===== config.mk =====
export PLATFORM = sky130hd
export DESIGN_NAME = qse_cmp
export DESIGN_NICKNAME = d
export VERILOG_FILES = /design/src/qse_pkg.sv /design/src/qse_cmp.sv
export SDC_FILE = /design/constraint.sdc
export NUM_CORES = 1
export LEC_CHECK = 0
export BUFFER_PORTS_ARGS = -buffer_cell sky130_fd_sc_hd__buf_2
export CORE_MARGIN = 2
export CORE_UTILIZATION = 37
export DETAILED_ROUTE_END_ITERATION = 8
export PLACE_DENSITY = 0.8
export REMOVE_ABC_BUFFERS = 1
export SYNTH_ARGS = -nofsm -noshare
export SYNTH_HDL_FRONTEND = slang
export SYNTH_SLANG_ARGS = --single-unit

===== constraint.sdc =====
create_clock -name vclk -period 1.7
set_clock_uncertainty 0.2 [all_clocks]
set_input_delay 0.255 -clock vclk [all_inputs]
set_output_delay 0.255 -clock vclk [all_outputs]
set_load 0.02 [all_outputs]

===== src/qse_pkg.sv =====
// ----------------------------------------------------------------------------
// qse_pkg: shared constants for the quicksort engine
// Sizes of the element store, the range stack and the key, plus the
// command and status codes carried with each beat.
// ----------------------------------------------------------------------------
package qse_pkg;

  localparam int MAX_ELEMENTS = 256;
  localparam int KEY_WIDTH    = 32;

  // Store addressing and element counts (a count must be able to hold the depth).
  localparam int ADDR_W = $clog2(MAX_ELEMENTS);
  localparam int CNT_W  = ADDR_W + 1;

  // Only the larger side is pushed, so the stack never grows past log2 of the depth.
  localparam int STACK_SLOTS = ADDR_W + 1;
  localparam int SP_W        = $clog2(STACK_SLOTS + 1);
  localparam int STK_IDX_W   = $clog2(STACK_SLOTS);

  localparam logic CMD_LOAD = 1'b0;
  localparam logic CMD_READ = 1'b1;

  localparam logic [1:0] STATUS_OK    = 2'd0;
  localparam logic [1:0] STATUS_FULL  = 2'd1;
  localparam logic [1:0] STATUS_EMPTY = 2'd2;

endpackage


===== src/qse_cmp.sv =====
// ----------------------------------------------------------------------------
// qse_cmp: key comparator
// Strict less-than on two keys, unsigned or two's complement signed.
// ----------------------------------------------------------------------------
module qse_cmp
  import qse_pkg::*;
(
  input  logic                 signed_keys,
  input  logic [KEY_WIDTH-1:0] key_a,
  input  logic [KEY_WIDTH-1:0] key_b,
  output logic                 a_less
);

  logic [KEY_WIDTH-1:0] flip;

  // Flipping the sign bit maps signed order onto unsigned order.
  assign flip   = {signed_keys, {(KEY_WIDTH-1){1'b0}}};
  assign a_less = (key_a ^ flip) < (key_b ^ flip);

endmodule


==> results of run 1 <==
[cell type report]
class,count,share of cell area
timing repair buffer,73,0.315
inverter,31,0.0853
tap,27,0.0248
multi-input combinational,81,0.575
[routing by layer]
metal / global-route usage / share of wire / vias up
li1: - / - / 532
met1: 0.192 / 0.40 / 459
met2: 0.397 / 0.55 / 41
met3: 0.00298 / 0.038 / 2
met4: 0 / 0.0078 / 0
met5: 0 / 0 / -
[power by group through the flow]
| stage | logic, W | registers, W | clock network [W] |
|---|---|---|---|
| finish | 0.000326 | 0 | 0 |
| floorplan | 0.000141 | 0 | 0 |
| CTS | 0.000304 | 0 | 0 |
| detailed placement | 0.000269 | 0 | 0 |
| global route | 0.000366 | 0 | 0 |
| global placement | 0.000256 | 0 | 0 |
[how the worst max path moves through the flow]
stage           startpoint      to  cells past startpoint
2_1_floorplan  signed_keys  a_less                      6
3_3_place_gp   signed_keys  a_less                      8
3_5_place_dp     key_b[13]  a_less                      8
4_1_cts          key_b[14]  a_less                     12
5_1_grt          key_a[11]  a_less                      7
6_report         key_a[11]  a_less                      7
[repair_timing]
action / CTS / global route
pin swaps: 11 / 3
endpoints found under the setup margin: 1 / 1
gates resized for setup: 16 / 8
hold buffers: 0 / 0
buffers inserted: 2 / 0
[critical path: stages]
cell,delay (ps)
buf_2,120
ha_4,260
nand4_1,140
or4_4,550
o211ai_2,150
a21oi_1,80
buf_4,160
[stage by stage]
step           setup WS (ps)  utilization  instances
2_1_floorplan           -348            -        112
3_3_place_gp            -520        0.598        210
3_5_place_dp            -508        0.598        210
4_1_cts                 -425        0.652        212
5_1_grt                 -518        0.681        212
6_report                -469        0.681        212
[layout by cell type (no fill, tap or decap)]
| cell | instances |
|---|---|
| a21o_1 | 2 |
| a21oi_1 | 12 |
| a221oi_1 | 1 |
| a221oi_2 | 1 |
| a2bb2oi_2 | 1 |
| and4_1 | 3 |
| buf_2 | 58 |
| buf_4 | 8 |
| buf_6 | 7 |
| ha_1 | 24 |
| ha_4 | 7 |
| inv_1 | 27 |
| inv_2 | 4 |
| nand2_1 | 10 |
| nand3_1 | 2 |
| nand4_1 | 2 |
| nor2_1 | 2 |
| nor2_2 | 1 |
| nor3_1 | 1 |
| o211ai_2 | 1 |
| o21a_1 | 2 |
| o21ai_0 | 4 |
| o21ai_1 | 1 |
| o2bb2ai_1 | 1 |
| or4_4 | 1 |
| xnor2_1 | 1 |
| xor2_1 | 1 |
[cell families after synthesis]
group | after synthesis | share of synthesized area
AO/OA/AOI/OAI | 26 | 0.205
XOR/XNOR | 2 | 0.0221
adder cells (fa/ha/maj) | 31 | 0.488
buffers and inverters | 31 | 0.146
AND/OR/NAND/NOR | 22 | 0.139
==> reports/metrics.yaml, run 1 <==
status: "finished, violations left"
violations: "setup timing"
relSlewSlack: 0.835
nFlopsAndLatches: 0
grt_pass1_vias: 975
dpl.hpwl_um: 1890
hp-start: "key_a[15]"
p_sw_frac: 0.443
antennaDiodeCount: 0
power_frac_seq: 0
synth_top_cell_area_share: 0.488
nets: 283
routed_via_density: 4.88
drv_cap: 0
drt_wl_total_um: 2420
dieWidth_um: 50.3
hold_class: "in2out"
core_um2: 2000
drc: 0
power_w: 0.000326
multi_input_area_um2: 785
whs_ps: 858
grt_pass1_wl_um: 3680
dr_total_vias: 1034
slew_violations: 0
tns_ps: -469
final_area_um2: 1360
p_sw_w: 0.000144
synth_area_leaders: "ha_1 (49%), inv_1 (15%), a21oi_1 (7.6%), nand2_1 (4.7%), and4_1 (3.3%)"
synth_cell_types: 19
p_per_area_nw_per_um2: 239
p_clk_frac: 0
avgSynthCellArea_um2: 7.09
rsz0062_at_grt: "true"
postPlaceCellArea_um2: 1200
area_delta_synth_final_pct: 71.7
path_class: "in2out"
antenna_found_initial: 0
synth_cells: 112
fp.dieArea_um2: 2530
post-route-min-period_ps: 2170
drt_pass1_iterations: 4
max-vdd-ir-drop_mv: 0.131
setup_viol: 1
setup_ws_ps: -469
synth_warnings: 0
ant_nets: 0
required_ps: 1240
endpoint_kind: "output pin"
gp_congestion: 0.769
grt_overflow_total: 0
synth_common_cells: "ha_1 (31), inv_1 (31), a21oi_1 (12)"
ios: 66
start_util: 0.397
drive_above_1_share: 0.481
hold_viol: 0
whs_path_depth: 6
yosysSeqAreaShare: 0
die_height_um: 50.3
hold_path_end: "a_less"
num-clock-buffers: 0
critPathMaxFanout: 2
n_fill_cell: 167
grt_max_degree: 4
fmax_ghz: 0.461
p_leak_nw: 0.815
tightestPinTransition_ps: 245
rows: 16
worstPathArrival_ps: 1710
netlist_area_um2: 795
yosysTopAreaCell: "ha_1"
start_kind: "input port"
dr.first_iter.drc_count: 22
port_buffers: 66
grt_util_all_layers: 0.179
period_share: 1.28
seq_area_um2: 0
wl_per_cell_um: 11.4
combPwrFrac: 1.000
internal_power_w: 0.000181
Note: power is estimated with default switching activity, not from simulation.
==> run 2: changes to the inputs <==
- CELL_PAD_IN_SITES_DETAIL_PLACEMENT: not set -> 2
- CELL_PAD_IN_SITES_GLOBAL_PLACEMENT: not set -> 2
- CORE_UTILIZATION: 37 -> 17
- PLACE_DENSITY: 0.8 -> not set
- PLACE_DENSITY_LB_ADDON: not set -> 0.1
==> reports/metrics.yaml, run 2 (synthesized netlist as in run 1, its figures left out) <==
status: "finished, violations left"
violations: "setup timing"
ant_nets: 0
critPathMaxFanout: 2
power_frac_seq: 0
nFlopsAndLatches: 0
slew_violations: 0
fin_util: 0.323
gp_congestion: 0.652
hold_class: "in2out"
grt_pass1_vias: 1140
setup_viol: 1
drc: 0
worstPathArrival_ps: 1630
p_leak_nw: 0.836
p_sw_w: 0.000146
start_util: 0.180
start_kind: "input port"
combPwrFrac: 1.000
max-vdd-ir-drop_mv: 0.0549
p_sw_frac: 0.431
wl_per_cell_um: 11.4
hold_viol: 0
antenna_found_initial: 0
p_per_area_nw_per_um2: 237
ctsHoldBuffers: 0
layout_common_cells: "buf_2 (57), inv_1 (27), ha_1 (25)"
grt_overflow_total: 0
internal_power_w: 0.000193
dr.first_iter.drc_count: 1
grt_max_degree: 4
path_class: "in2out"
rows: 24
die_height_um: 72.4
num-clock-buffers: 0
pre_cts_ws_ps: -538
relSlewSlack: 0.852
core_um2: 4410
nets: 286
period_share: 1.22
setup_ws_ps: -380
area_delta_synth_final_pct: 79.4
grt_util_all_layers: 0.106
drt_wl_total_um: 2740
ios: 66
post-route-min-period_ps: 2080
dr_total_vias: 1042
layout_commonest_cell: "buf_2"
rsz0062_at_grt: "true"
tightestPinTransition_ps: 219
drt_pass1_iterations: 3
drv_cap: 0
whs_ps: 832
antennaDiodeCount: 0
grt_pass1_wl_um: 4660
placedCellCount: 238
dieWidth_um: 72.4
port_buffers: 66
p_clk_frac: 0
drive_above_1_share: 0.495
routed_via_density: 4.34
fin_cells: 240
dpl.hpwl_um: 2610
required_ps: 1240
seq_area_um2: 0
fp.dieArea_um2: 5240
endpoint_kind: "output pin"
fmax_ghz: 0.481
-- run 2: changes by cell type in the layout (fill, tap and decap cells not counted), sizes merged --
cell / previous run / this run
buf: 73 / 76
-- run 2: worst paths after layout --
kind,from,to,slack (ps),depth (start not counted)
worst max-delay path,key_a[11],a_less,-380,7
worst min-delay path,key_a[15],a_less,830,6
-- run 2: layout make-up --
type                            count  area [um2]
Fill cell                         532        2990
Inverter                           31         119
Multi-Input combinational cell     81         783
Tap cell                           52        65.1
Timing Repair Buffer               76         458
-- run 2: routing by layer --
| metal | vias to the layer above | wire (um) | track usage |
|---|---|---|---|
| met4 | 0 | 0 | 0 |
| met1 | 465 | 1050 | 0.117 |
| met5 | - | 0 | 0 |
| li1 | 537 | - | - |
| met2 | 40 | 1460 | 0.225 |
| met3 | 0 | 223 | 0.0111 |
-- run 2: critical path, stage by stage --
cell,delay [ps]
buf_6,100
ha_4,250
nand4_1,110
or4_4,530
o211ai_2,140
a21oi_1,80
buf_4,160
-- run 2: timing repair --
item,4_1_cts,5_1_grt
pin swaps,11,1
gates resized for setup,22,7
buffers inserted,2,0
setup endpoints to repair,1,1
-- run 2: metrics by stage --
step                      TNS [ps]  power (W)  instance area [um2]
after floorplan               -348   0.000141                  795
after CTS                     -401   0.000334                 1380
final                         -380   0.000338                 1430
after global placement        -519   0.000277                 1250
after detailed placement      -538   0.000293                 1250
after global routing          -466   0.000392                 1430
-- run 2: power by group through the flow --
stage	clock (W)	sequential (W)	combinational [W]
global placement	0	0	0.000277
floorplan	0	0	0.000141
global route	0	0	0.000392
CTS	0	0	0.000334
detailed placement	0	0	0.000293
finish	0	0	0.000338
==> run 3: changes to the inputs <==
- REMOVE_ABC_BUFFERS: 1 -> not set
==> reports/metrics.yaml, run 3 (synthesized netlist as in run 1, its figures left out) <==
dr_total_vias: 1067
nets: 285
required_ps: 1240
grt_overflow_total: 0
rsz0062_at_grt: "true"
slew_violations: 0
fmax_ghz: 0.474
internal_power_w: 0.000208
relSlewSlack: 0.766
grt_pass1_wl_um: 5020
hold_viol: 0
grt_util_all_layers: 0.114
max-vdd-ir-drop_mv: 0.0805
final_area_um2: 1480
combPwrFrac: 1.000
p_leak_nw: 0.835
path_class: "in2out"
die_height_um: 72.4
fp.dieArea_um2: 5240
critical_path.max_stage_delay_ps: 510
violations: "setup timing"
seq_area_um2: 0
port_buffers: 66
drv_cap: 0
whs_path_depth: 6
post-route-min-period_ps: 2110
routed_via_density: 4.46
antennaDiodeCount: 0
worstPathArrival_ps: 1660
dr.first_iter.drc_count: 6
tightestPinTransition_ps: 351
area_delta_synth_final_pct: 86.6
dpl.hpwl_um: 2730
endpoint_kind: "output pin"
hp-start: "key_a[15]"
grt_pass1_vias: 1252
antenna_found_initial: 0
critPathMaxFanout: 2
drive_above_1_share: 0.513
nFlopsAndLatches: 0
grt_max_degree: 4
wl_per_cell_um: 12.1
start_kind: "input port"
tns_ps: -411
hold_class: "in2out"
worst-path-buf-inv: 3
setup_viol: 1
crit_path_cell_trace: "buf_8 -> inv_12 -> ha_4 -> nand4_1 -> or4_4 -> o211ai_4 -> a21oi_4 -> buf_6"
gp_congestion: 0.673
status: "finished, violations left"
pre_cts_ws_ps: -576
postPlaceCellArea_um2: 1340
layout_commonest_cell: "buf_2"
hold_path_end: "a_less"
core_um2: 4410
layout_common_cells: "buf_2 (60), inv_1 (27), ha_1 (23)"
dieWidth_um: 72.4
setup_ws_ps: -411
period_share: 1.24
synth_nets: 208
p_per_area_nw_per_um2: 254
start_util: 0.180
p_sw_frac: 0.447
slowest_stage: "or4_4"
p_sw_w: 0.000168
n_fill_cell: 534
drt_wl_total_um: 2900
rows: 24
crit_family: "simple AND/OR/NAND/NOR gates"
ctsHoldBuffers: 0
num-clock-buffers: 0
ios: 66
power_frac_seq: 0
p_clk_frac: 0
power_w: 0.000376
drt_pass1_iterations: 2
whs_ps: 845
ant_nets: 0
drc: 0
run 3: cell types whose count changed in the layout (fill, tap and decap cells not counted), moves of 2 or more:
cell and change:
o21ai_1 -2, ha_4 +2, buf_4 -2, ha_1 -2
buf_6 -3, inv_4 +2, inv_2 -3, buf_2 +3
run 3: metal layers:
| metal | wire (um) | track usage |
|---|---|---|
| met1 | 988 | 0.114 |
| met2 | 1720 | 0.256 |
| met3 | 173 | 0.00694 |
| met4 | 12 | 0.00419 |
| met5 | 0 | 0 |
run 3: area by class of cell:
cell class	count	area, um2	share of cell area
multi-input cells	81	842	0.568
repair buffers	75	439	0.296
inverters	31	136	0.0920
well taps	52	65.1	0.0439
run 3: worst max path at each step:
stage               startpoint  endpoint  slack, ps  cells after the start
finish               key_b[10]    a_less       -410                      8
global route         key_b[10]    a_less       -480                      8
CTS                  key_b[10]    a_less       -440                      8
detailed placement   key_b[10]    a_less       -580                      8
global placement     key_b[10]    a_less       -550                      8
floorplan            key_b[10]    a_less       -170                      6
run 3: power groups by stage:
stage	sequential (W)	clock, W	combinational (W)
after floorplan	0	0	0.000164
after global placement	0	0	0.000305
after detailed placement	0	0	0.000327
after CTS	0	0	0.000356
after global routing	0	0	0.000432
final	0	0	0.000376
run 3: repair_timing:
action | CTS | global route
buffers inserted | 1 | 0
resized for setup | 13 | 9
pin swaps | 7 | 4
endpoints found under the setup margin | 1 | 1
run 3: through the flow:
stage	util	cells
5_1_grt	0.336	239
3_5_place_dp	0.303	238
4_1_cts	0.321	239
2_1_floorplan	-	112
6_report	0.336	239
3_3_place_gp	0.303	238
